`config.mk`:
```
export PLATFORM = sky130hd
export DESIGN_NAME = ibcs_offset_div
export DESIGN_NICKNAME = d
export VERILOG_FILES = /design/src/hdl/ibcs_pkg.sv /design/src/hdl/ibcs_offset_div.sv
export SDC_FILE = /design/constraint.sdc
export NUM_CORES = 1
export LEC_CHECK = 0
export ABC_AREA = 1
export BUFFER_PORTS_ARGS = -buffer_cell sky130_fd_sc_hd__buf_2
export CORE_UTILIZATION = 50
export DETAILED_ROUTE_END_ITERATION = 12
export MAX_ROUTING_LAYER = met4
export PLACE_DENSITY = 0.76
export SLEW_MARGIN = 20
export SYNTH_ARGS = -nofsm -noshare
export SYNTH_HDL_FRONTEND = slang
export SYNTH_SLANG_ARGS = --single-unit
```
`constraint.sdc`:
```
create_clock -name vclk -period 12.6
set_clock_uncertainty 0.15 [all_clocks]
set_input_delay 0.63 -clock vclk [all_inputs]
set_output_delay 0.63 -clock vclk [all_outputs]
set_load 0.02 [all_outputs]
```
`src/hdl/ibcs_pkg.sv`:
```
// ----------------------------------------------------------------------------
// IMU bias calibrate and scale - package
// Widths, codes, range tables and divider constants.
// ----------------------------------------------------------------------------
package ibcs_pkg;

    // calibration window length
    localparam int SAMPLES = 1000;

    localparam int RAW_W = 16;
    localparam int OFF_W = 18;
    localparam int SUM_W = 28;
    localparam int CNT_W = 10;
    localparam int OUT_W = 32;
    localparam int RNG_W = 11;
    localparam int AXES  = 3;

    // raw + offset
    localparam int VAL_W = OFF_W + 1;

    // offset numerators: -sum, or full-scale bias minus twice the sum
    localparam int NUM_W = SUM_W + 2;
    localparam int FULL_SCALE = 32767;
    localparam int ACCEL_Z_NUM = FULL_SCALE * SAMPLES;

    // reciprocal for floor(n / SAMPLES), n below 2**DIV_N
    localparam int DIV_N   = SUM_W;
    localparam int DIV_L   = $clog2(SAMPLES);
    localparam int DIV_K   = DIV_N + DIV_L;
    localparam int DIV_M_W = DIV_N + 2;
    localparam longint unsigned DIV_M =
        ((64'd1 << DIV_K) + 64'(SAMPLES) - 64'd1) / 64'(SAMPLES);

    typedef enum logic {
        OP_CALIB   = 1'b0,
        OP_CONVERT = 1'b1
    } t_opcode;

    typedef enum logic {
        SENS_GYRO  = 1'b0,
        SENS_ACCEL = 1'b1
    } t_sensor;

    typedef enum logic {
        REG_GYRO_RANGE  = 1'b0,
        REG_ACCEL_RANGE = 1'b1
    } t_reg_idx;

    // full scale in dps and g
    localparam logic [RNG_W-1:0] GYRO_RANGE [4] = '{
        11'd250, 11'd500, 11'd1000, 11'd2000
    };
    localparam logic [RNG_W-1:0] ACCEL_RANGE [4] = '{
        11'd2, 11'd4, 11'd8, 11'd16
    };

endpackage

```
`src/hdl/ibcs_offset_div.sv`:
```
// ----------------------------------------------------------------------------
// IMU bias calibrate and scale - offset divider
// Truncating divide of a signed numerator by SAMPLES or twice SAMPLES.
// ----------------------------------------------------------------------------
module ibcs_offset_div
    import ibcs_pkg::*;
(
    input  logic signed [NUM_W-1:0] i_num,
    input  logic                    i_half,
    output logic signed [OFF_W-1:0] o_off
);

    localparam int PROD_W = DIV_N + DIV_M_W;

    logic                w_neg;
    logic [DIV_N-1:0]    w_mag;
    logic [PROD_W-1:0]   w_prod;
    logic [PROD_W-1:0]   w_q;
    logic [PROD_W-1:0]   w_qh;
    logic [OFF_W-1:0]    w_qt;

    assign w_neg  = i_num[NUM_W-1];
    assign w_mag  = w_neg ? DIV_N'(-i_num) : DIV_N'(i_num);
    assign w_prod = PROD_W'(w_mag) * PROD_W'(DIV_M_W'(DIV_M));
    assign w_q    = w_prod >> DIV_K;
    // floor(n / 2S) = floor(floor(n / S) / 2)
    assign w_qh   = i_half ? (w_q >> 1) : w_q;
    assign w_qt   = w_qh[OFF_W-1:0];
    assign o_off  = w_neg ? $signed(-w_qt) : $signed(w_qt);

endmodule

```
[Word level (Yosys, flattened, before mapping)]
Cells that the tools add are included.
Storage, ports and cells
  word-level logic and storage cells: 6
  register bits: 0
Cells by class
  multiplexer cells: 3
  $add $sub $neg: 2
  $mul: 1
Operators with widths (number)
  multiplier 28 x 29 -> 57 bit (second input constant): 1
  two-way mux 18 bit: 2
  two-way mux 28 bit: 1
  negation 28 bit: 1
  negation 18 bit: 1

[Depth between registers and ports, before layout]
  depth after elaboration: 6
  gate-level depth with buffers: 48

[Worst setup path before layout]
OpenSTA, ideal clock, no wires.
  path kind: input-to-output
  start point: input i_num[0]
  end point: output o_off[12]
  path buffers: 0
  data required time: 11820 ps
  arrival: 8074 ps
  stages on the path: 38
  path slack: 3746 ps
  path through: inv_1 > ha_1 > inv_1 > nor2_1 > nand4_1 > o21ai_0 > o21ai_0 > xor2_1 > ha_1 > ha_1 > or2_2 > fa_1 > fa_1 > fa_1 > fa_1 > inv_1 > fa_1 > inv_1 > [2 not listed] > nor2_2 > inv_2 > nor2_2 > nand2_1 > nor3_1 > nand2_1 > nand3_1 > nand2_1 > nand2_1 > nand2_1 > nand2_2 > ha_1 > nand3_1 > nor2_2 > nand3_2 > nand2_4 > nand2_1 > xor2_1
On the way
  longest elaborated chain between the ends: 6
Ends and longest elaborated chain
  from (decl): RTL line ibcs_offset_div.sv:8  | input logic signed [NUM_W-1:0] i_num,
  negation 28 bit: RTL line ibcs_offset_div.sv:23  | assign w_mag = w_neg ? DIV_N'(-i_num) : DIV_N'(i_num);
  two-way mux 28 bit (*): RTL line ibcs_offset_div.sv:23
  multiplier 28 x 29 -> 57 bit (*): RTL line ibcs_offset_div.sv:24  | assign w_prod = PROD_W'(w_mag) * PROD_W'(DIV_M_W'(DIV_M));
  two-way mux 18 bit (*): RTL line ibcs_offset_div.sv:27  | assign w_qh = i_half ? (w_q >> 1) : w_q;
  negation 18 bit: RTL line ibcs_offset_div.sv:29  | assign o_off = w_neg ? $signed(-w_qt) : $signed(w_qt);
  two-way mux 18 bit (*): RTL line ibcs_offset_div.sv:29
  to (decl): RTL line ibcs_offset_div.sv:10  | output logic signed [OFF_W-1:0] o_off
Mark *: on every way between the ends. The rest lies on a longest branch, timed or not.

[Worst setup path after layout]
  start point: input i_num[0]
  end point: output o_off[16]
The elaborated chain is that of the path after synthesis.

==> qor.txt <==
==============================================================================
Cell area after synthesis                                          15700 sq um
Sequential cell count                                                        0
Drt initial violations                                                     842
Overflow after GRT                                                           0
Max FO, Critical Path                                                        9
Slowest CP cell                                                         xor2_1
Cell Count Post-Placement                                                 2651
Starting utilization of the core area                                    51.2%
Final wirelength                                                  45800 microns
Worst slew pin tran                                                    1090 ps
Number of pins with negative max-slew slack in the final report              0
Largest cells by area after synthesis                             fa_1, ha_1, inv_1
Outcome                                                           complete, no violations
Library cell appearing most often on the critical path                 nand2_1
Seq/Total Area, Yosys                                                       0%
Filler Cell Count                                                         3058
Setup crit start kind                                                input pin
Type of the setup path with the least slack                          in -> out
Peak per-stage delay on the critical path                               890 ps
Hold_buf cts                                                                 0
Nets                                                                      2843
Post-Syn Area per Cell                                              7.15 sq um
Number of clock buffers in the layout                                        0
Storage element area                                                   0 sq um
Post-route cell area                                               16500 sq um
Area growth syn-to-layout                                                5.07%
Critical Path RT                                                      11820 ps
Initial antenna violation count                                              0
Die Span X                                                         179 microns
Net Count, Synth                                                          2789
Drt wl/cell                                                       17.3 microns
Cell count after synthesis                                                2203
Non-filler cells, final                                                   2651
Top-area cell type share of the netlist area                             31.9%
Cell type contributing the most total cell area after synthesis           fa_1
Most used standard cells in the synthesized netlist               inv_1, nand2_1, ha_1
Average vias per placed instance                                          5.13
Overall die height                                                 179 microns
Proportion of layout cells with a drive suffix above 1                   5.50%
Estimated wirelength of the detail-placed design                  41800 microns
Vias in the first global route                                           14153
Global-route total usage across every layer                              30.6%
Core area                                                          30700 sq um
Total I/O pin count                                                         49
Detail Route Antenna Nets                                                    0
First-pass GRT wire length                                        74700 microns
Worst rel slew slack                                                     27.3%
DR DRC count                                                                 0
Core Rows                                                                   64
Buffer count from post-CTS setup fixing                                      0
Critical path endpoint category                                    output port
DRT Pass-1 Iters                                                             7
Diodes inserted                                                              0
Count of cell types in the netlist                                          38
Number of buffer cells added on primary ports                               48
Count of endpoints failing setup in the final report                         0
Class of the tightest hold or removal check                          in -> out
Ratio of final minimum period to clock period                            84.3%
Final critical-path required period                                   10620 ps
Endpoint, Worst Hold                                                  o_off[0]
Worst hold path cell count                                                   5
Setup repair after global routing missed its margin                         no
Data arrival time of the critical path                                 9840 ps
Leading cell type by number of instances after synthesis                 inv_1
F_max                                                                 94.2 MHz
Standard cell area after detailed placement                        16500 sq um
Pin count of the biggest net entering global routing                        42
Global placement routability congestion                                   1.03
Routed vias                                                              13587
Hold_sp                                                                 i_half
Max cap viols                                                                0
Yosys synthesis warning count                                                0
Setup total negative slack                                                0 ps
Resized cells post-CTS                                                       0
Final hold viol count                                                        0
Die area                                                           32200 sq um
==============================================================================
## final cells by class
cell class | instances | area [sq um] | share of cell area (%)
repair buffers | 62 | 345 | 2.09
multi-input cells | 1476 | 13000 | 78.6
inverters | 717 | 2690 | 16.3
well taps | 396 | 495 | 3.00
## worst max-delay path: cells and delay by family
family                   cells  cell delay [ps]
buffers and inverters        8             1220
XOR/XNOR                     1              890
adder cells (fa/ha/maj)     10             4130
AO/OA/AOI/OAI                2              520
AND/OR/NAND/NOR             21             2440
## layout by cell type, fill, tap and decap left out, types with 2 or more instances in the layout
master,synthesis,layout
a21oi_1,40,40
and2_1,3,3
and3_1,2,2
buf_2,4,48
buf_4,0,14
fa_1,251,251
ha_1,304,304
inv_1,706,706
inv_2,10,10
nand2_1,522,522
nand2_2,11,11
nand3_1,91,91
nand3_2,2,2
nand3b_1,7,7
nand4_1,26,26
nor2_1,92,92
nor2_2,18,18
nor2_4,5,5
nor3_1,17,17
nor3_2,2,2
nor4_1,2,2
o21a_1,3,3
o21ai_0,21,21
o21ai_1,3,3
o21ai_2,3,3
or2_2,7,7
xor2_1,35,35
## cell families after synthesis
logic type | Yosys count | synth area share (%)
AOI/OAI and AO/OA | 75 | 2.60
xor gates and xnor gates | 36 | 2.00
adders and majority gates | 555 | 56.1
buffers and inverters | 727 | 17.4
and+or+nand+nor | 810 | 22.0
## metal layers
metal / wire, microns / track usage (%) / vias to the layer above
met5: 0 / - / -
met4: 1710 / 8.41 / 0
met3: 3000 / 2.45 / 85
met2: 21100 / 50.4 / 418
met1: 20000 / 40.4 / 6515
li1: - / - / 6569
## worst max path at each step
stage             start  cells past startpoint  slack, ps   endpoint
2_1_floorplan  i_num[0]                     38       3750  o_off[12]
3_3_place_gp   i_num[0]                     41       2030  o_off[10]
3_5_place_dp   i_num[0]                     42       2070  o_off[16]
4_1_cts        i_num[0]                     42       2050  o_off[16]
5_1_grt        i_num[0]                     42       1390  o_off[16]
6_report       i_num[0]                     42       1980  o_off[16]
## through the flow
stage | utilization (%) | hold WS [ps] | setup WS (ps)
finish | 53.8 | 1820 | 1980
global route | 53.8 | 1890 | 1390
CTS | 53.8 | 1810 | 2050
detailed placement | 53.8 | 1810 | 2070
global placement | 53.8 | 1800 | 2030
floorplan | - | 1470 | 3750
Power is left out: the tool's default activity adds up to more than one toggle a clock period on the data nets, which glitch-free logic cannot reach.
