### src/hdl/ibcs_pkg.sv
// ----------------------------------------------------------------------------
// IMU bias calibrate and scale - package
// Widths, codes, range tables and divider constants.
// ----------------------------------------------------------------------------
package ibcs_pkg;

    // calibration window length
    localparam int SAMPLES = 1000;

    localparam int RAW_W = 16;
    localparam int OFF_W = 18;
    localparam int SUM_W = 28;
    localparam int CNT_W = 10;
    localparam int OUT_W = 32;
    localparam int RNG_W = 11;
    localparam int AXES  = 3;

    // raw + offset
    localparam int VAL_W = OFF_W + 1;

    // offset numerators: -sum, or full-scale bias minus twice the sum
    localparam int NUM_W = SUM_W + 2;
    localparam int FULL_SCALE = 32767;
    localparam int ACCEL_Z_NUM = FULL_SCALE * SAMPLES;

    // reciprocal for floor(n / SAMPLES), n below 2**DIV_N
    localparam int DIV_N   = SUM_W;
    localparam int DIV_L   = $clog2(SAMPLES);
    localparam int DIV_K   = DIV_N + DIV_L;
    localparam int DIV_M_W = DIV_N + 2;
    localparam longint unsigned DIV_M =
        ((64'd1 << DIV_K) + 64'(SAMPLES) - 64'd1) / 64'(SAMPLES);

    typedef enum logic {
        OP_CALIB   = 1'b0,
        OP_CONVERT = 1'b1
    } t_opcode;

    typedef enum logic {
        SENS_GYRO  = 1'b0,
        SENS_ACCEL = 1'b1
    } t_sensor;

    typedef enum logic {
        REG_GYRO_RANGE  = 1'b0,
        REG_ACCEL_RANGE = 1'b1
    } t_reg_idx;

    // full scale in dps and g
    localparam logic [RNG_W-1:0] GYRO_RANGE [4] = '{
        11'd250, 11'd500, 11'd1000, 11'd2000
    };
    localparam logic [RNG_W-1:0] ACCEL_RANGE [4] = '{
        11'd2, 11'd4, 11'd8, 11'd16
    };

endpackage

### src/hdl/ibcs_axis_scale.sv
// ----------------------------------------------------------------------------
// IMU bias calibrate and scale - axis scaler
// (raw + offset) * range * 65536 / 32767, truncated toward zero, Q.16.
// ----------------------------------------------------------------------------
module ibcs_axis_scale
    import ibcs_pkg::*;
(
    input  logic signed [VAL_W-1:0] i_val,
    input  logic        [RNG_W-1:0] i_range,
    output logic signed [OUT_W-1:0] o_result
);

    localparam int PROD_W = VAL_W + RNG_W + 1;
    localparam int MAG_W  = PROD_W - 1;
    localparam int N2_W   = PROD_W;
    localparam int HI_W   = N2_W - 15;

    logic signed [PROD_W-1:0] w_prod;
    logic                     w_neg;
    logic        [MAG_W-1:0]  w_mag;
    logic        [N2_W-1:0]   w_n2;
    logic        [HI_W-1:0]   w_hi;
    logic        [HI_W:0]     w_s;
    logic        [1:0]        w_s_hi;
    logic        [15:0]       w_t;
    logic                     w_corr;
    logic        [HI_W:0]     w_quot;
    logic        [OUT_W-1:0]  w_total;

    assign w_prod = i_val * $signed({1'b0, i_range});
    assign w_neg  = w_prod[PROD_W-1];
    assign w_mag  = w_neg ? MAG_W'(-w_prod) : MAG_W'(w_prod);

    // m * 65536 / 32767 = 2m + 2m / 32767; split 2m on 2**15 = 32767 + 1
    assign w_n2   = {w_mag, 1'b0};
    assign w_hi   = w_n2[N2_W-1:15];
    assign w_s    = {1'b0, w_hi} + (HI_W + 1)'(w_n2[14:0]);
    assign w_s_hi = 2'(w_s[HI_W:15]);
    assign w_t    = 16'(w_s_hi) + 16'(w_s[14:0]);
    assign w_corr = (w_t >= 16'(FULL_SCALE));
    assign w_quot = {1'b0, w_hi} + (HI_W + 1)'(w_s_hi) + (HI_W + 1)'(w_corr);

    assign w_total  = OUT_W'(w_n2) + OUT_W'(w_quot);
    assign o_result = w_neg ? $signed(-w_total) : $signed(w_total);

endmodule

### config.mk
export PLATFORM = sky130hd
export DESIGN_NAME = ibcs_axis_scale
export DESIGN_NICKNAME = d
export VERILOG_FILES = /design/src/hdl/ibcs_pkg.sv /design/src/hdl/ibcs_axis_scale.sv
export SDC_FILE = /design/constraint.sdc
export NUM_CORES = 1
export LEC_CHECK = 0
export BUFFER_PORTS_ARGS = -buffer_cell sky130_fd_sc_hd__buf_2
export CAP_MARGIN = 10
export CELL_PAD_IN_SITES_DETAIL_PLACEMENT = 1
export CELL_PAD_IN_SITES_GLOBAL_PLACEMENT = 1
export CORE_MARGIN = 2
export CORE_UTILIZATION = 53
export DETAILED_ROUTE_END_ITERATION = 10
export PLACE_DENSITY_LB_ADDON = 0.15
export SLEW_MARGIN = 20
export SYNTH_ARGS = -nofsm -noshare
export SYNTH_HDL_FRONTEND = slang
export SYNTH_SLANG_ARGS = --single-unit
### constraint.sdc
create_clock -name vclk -period 27.5
set_clock_uncertainty 0.1 [all_clocks]
set_input_delay 1.375 -clock vclk [all_inputs]
set_output_delay 1.375 -clock vclk [all_outputs]
set_load 0.1 [all_outputs]
Yosys cells after proc, flatten, opt, wreduce, memory -nomap -nowiden

Index checks and enable logic that the tools add are counted.

Register bits after elaboration: 0
Output and inout bits: 32
Logic and storage cells: 11

$add $sub $neg: 7
Multipliers: 1
$lt $le $gt $ge: 1
Muxes and demuxes: 2

Operators with widths:

| kind                   | count |
|---|---|
| $add A31 B17 Y32       | 1 |
| $mux W32               | 1 |
| $neg A32 Y32           | 1 |
| $mul A19 B12 Y31       | 1 |
| $mux W30               | 1 |
| $neg A30 Y30           | 1 |
| $add A16 B15 Y17       | 1 |
| $add A16 B2 Y17        | 1 |
| $add A17 B1 Y17        | 1 |
| $add A2 B15 Y16        | 1 |
| $ge A16 B15 Y1 const B | 1 |

Logic depth before layout (Yosys ltp)

Depth in word-level cells: 10
Depth in mapped cells: 66
Depth with buffers taken out: 60

Worst setup path before layout

Ideal clock, no wire load.

Path type: input port to output port
Start point: in i_range[8]
End point: out o_result[31]
Arrival time: 16.386 ns
Required time: 26.025 ns
Slack: 9.639 ns
Stages on the path: 59
Path buffers: 5
Cell sequence: clkbuf_1 clkbuf_1 nand2_1 fa_1 inv_1 fa_1 fa_1 fa_1 inv_1 fa_1 inv_1 ha_1 buf_2 nand4_1 or3_1 or3_1 o211ai_1 a211oi_1 [... 23 more ...] a21oi_1 fa_1 ha_1 inv_1 fa_1 nor2_1 o211a_1 o221a_2 a2111oi_0 o31a_1 o21bai_1 a21oi_1 a2111oi_4 nand3_1 or4_4 o31ai_2 a311oi_1 nor3_1

Longest elaborated chain between the ends: 10
Elaborated cells between the ends (all ways): 11

Ends and longest elaborated chain:

| what               | RTL line              | text |
|---|---|---|
| start: declaration | ibcs_axis_scale.sv:9  | `input logic [RNG_W-1:0] i_range,` |
| $mul A19 B12 Y31 * | ibcs_axis_scale.sv:30 | `assign w_prod = i_val * $signed({1'b0, i_range});` |
| $neg A30 Y30       | ibcs_axis_scale.sv:32 | `assign w_mag = w_neg ? MAG_W'(-w_prod) : MAG_W'(w_prod);` |
| $mux W30           | ibcs_axis_scale.sv:32 |  |
| $add A16 B15 Y17   | ibcs_axis_scale.sv:37 | `assign w_s = {1'b0, w_hi} + (HI_W + 1)'(w_n2[14:0]);` |
| $add A2 B15 Y16    | ibcs_axis_scale.sv:39 | `assign w_t = 16'(w_s_hi) + 16'(w_s[14:0]);` |
| $ge A16 B15 Y1     | ibcs_axis_scale.sv:40 | `assign w_corr = (w_t >= 16'(FULL_SCALE));` |
| $add A17 B1 Y17    | ibcs_axis_scale.sv:41 | `assign w_quot = {1'b0, w_hi} + (HI_W + 1)'(w_s_hi) + (HI_W + 1)'(w_corr);` |
| $add A31 B17 Y32   | ibcs_axis_scale.sv:43 | `assign w_total = OUT_W'(w_n2) + OUT_W'(w_quot);` |
| $neg A32 Y32       | ibcs_axis_scale.sv:44 | `assign o_result = w_neg ? $signed(-w_total) : $signed(w_total);` |
| $mux W32 *         | ibcs_axis_scale.sv:44 |  |
| end: declaration   | ibcs_axis_scale.sv:10 | `output logic signed [OUT_W-1:0] o_result` |

Mark *: on every way between the ends. The rest lies on a longest branch, timed or not.

Worst setup path in the final report

Start point: in i_range[6]
End point: out o_result[31]

The elaborated chain is that of the path after synthesis.

==> summary.md <==
| Metric | Value |
|---|---|
| DR vias | `10583` |
| Non-Filler Instances | `1812` |
| CLK BUF | `0` |
| Maximum fanout along the worst path | `21` |
| Sequential cell area | `0 sq um` |
| Placement Rows | `55` |
| Maxcap violations | `0` |
| Worst Hold Class | `in2out` |
| Netlist cell types | `82` |
| Synth top area share | `0.3417` |
| Routed wire length | `34.32 mm` |
| Pin count of the biggest net entering global routing | `45` |
| Crit path DAT | `16.35 ns` |
| Hold path start | `i_val[0]` |
| Final Wtd Congestion | `0.9463` |
| Final setup fails | `0` |
| Slowest cell on the critical path | `or4_4` |
| Hold path cells | `8` |
| Die height | `around 150 um` |
| Hold WS | `4.080 ns` |
| CP required | `26.02 ns` |
| Dominant cell by count in the synthesized netlist | `inv_1` |
| First drt pass iteration count | `5` |
| Critical path's largest stage delay | `0.61 ns` |
| Largest area contributor in the netlist | `fa_1` |
| Die area | `between 20000 and 25000 sq um` |
| Synth area leaders | `fa_1 34%, ha_1 11%, inv_1 9.5%` |
| Seq Cell Count | `0` |
| GRT Overall Usage | `0.2948` |
| Inst Count DP | `between 1500 and 2000` |
| Max frequency | `56.11 MHz` |
| Number of global-route vias before repair | `11861` |
| Total setup buffers inserted after CTS | `0` |
| Nets | `1867` |
| Setup TNS | `0 ns` |
| Core ar. | `22430 sq um` |
| RSZ-0062 raised after global routing | `false` |
| Routed len/inst | `18.94 um` |
| Sequential area share after synthesis | `0` |
| Synth top cells by count | `303 x inv_1, 213 x nand2_1, 205 x fa_1, 103 x ha_1, 85 x xnor2_1` |
| Kind of critical path | `in2out` |
| Setup crit end kind | `output pin` |
| DP Worst Slack | `9.778 ns` |
| Post-layout min period | `17.82 ns` |
| Synth warn | `0` |
| First-pass GRT wire length | `57.80 mm` |
| DRC | `0` |
| Mapped Avg Cell Area | `7.886 sq um` |
| Tcrit/Tclk final | `0.6481` |
| Cts repair resizes | `0` |
| Startpoint types | `primary input` |
| Worst-Margin Slew | `roughly 0.94 ns` |
| Hold Path Sink | `o_result[1]` |
| DP Wirelength | `29.62 mm` |
| CTS Hold Bufs | `0` |
| I/O pin count | `62` |
| Post-Syn Area | `12010 sq um` |
| Synthesized Nets | `1861` |
| Max_slew headroom | `0.3713` |
| Fin. max-slew vios | `0` |
| Hold Violations, Final | `0` |
| Via/cell ratio | `roughly 5.8` |
| Final WS setup | `9.677 ns` |
| Run status | `finished clean` |
| PortBufs | `62` |
| Cell repeated most along the worst path | `fa_1` |
| DR iter-0 viols | `604` |
| Layout cell share with drive strength beyond 1 | `0.06680` |
| Area Growth Syn to Fin | `3.813%` |
| Detail Route Antenna Nets | `0` |
| Starting density of the core | `0.5354` |
| Cells after Synth | `1523` |
| Grt ovf | `0` |
| Antenna cells | `0` |
| Initial antenna violation count | `0` |
| Die width | `154.5 um` |
[cell families after synthesis]
| logic type | count (synthesis) | share of synthesized area |
|---|---|---|
| compound gates | 228 | 0.1390 |
| xor+xnor | 118 | 0.08730 |
| fa+ha+maj | 308 | 0.4490 |
| buf+inv | 365 | 0.1148 |
| mux | 7 | 0.005938 |
| simple gates | 497 | 0.2040 |
[final cells by class]
type	instances	area (sq um)
tap	285	356.6
inverter	303	1137
fill	2866	9966
multi-input combinational	1158	10630
timing repair buffer	66	340.3
[routing by layer]
metal / wire length [um] / up-vias / share of wire / global-route usage
li1: - / 4883 / - / -
met1: 14600 / 5442 / 0.43 / 0.3737
met2: 18110 / 206 / 0.53 / 0.5636
met3: 1016 / 52 / 0.030 / 0.01373
met4: 593 / 0 / 0.017 / 0.04938
met5: 0 / - / 0 / 0
[layout by cell type (no fill, tap or decap), drive strengths merged, types with 15 or more instances in the layout]
| cell type | count |
|---|---|
| a21oi | 60 |
| and2 | 70 |
| buf | 66 |
| fa | 205 |
| ha | 103 |
| inv | 303 |
| nand2 | 213 |
| nand3 | 23 |
| nor2 | 65 |
| nor3 | 27 |
| nor4 | 15 |
| o211ai | 15 |
| o21ai | 33 |
| xnor2 | 85 |
| xor2 | 33 |
[worst max-delay path, delay by kind of cell]
kind / cells / cell delay [ns]
AO/OA/AOI/OAI: 16 / 3.54
XOR/XNOR: 3 / 0.82
adder cells (fa/ha/maj): 13 / 5.03
buffers and inverters: 7 / 1.42
AND/OR/NAND/NOR: 18 / 4.11
[worst max path at each step]
stage | startpoint | to | slack (ns) | cells past startpoint
finish | i_range[6] | o_result[31] | 9.68 | 57
global route | i_range[7] | o_result[31] | 8.60 | 57
CTS | i_range[6] | o_result[31] | 9.76 | 57
detailed placement | i_range[7] | o_result[31] | 9.78 | 57
global placement | i_range[8] | o_result[31] | 10.25 | 52
floorplan | i_range[8] | o_result[31] | 9.64 | 59
[per-stage QoR]
stage          area (sq um)    util
2_1_floorplan         12010       -
3_3_place_gp          12470  0.5558
3_5_place_dp          12470  0.5558
4_1_cts               12470  0.5558
5_1_grt               12470  0.5558
6_report              12470  0.5558
Power is left out: the tool's default activity adds up to more than one toggle a clock period on the data nets, which glitch-free logic cannot reach.
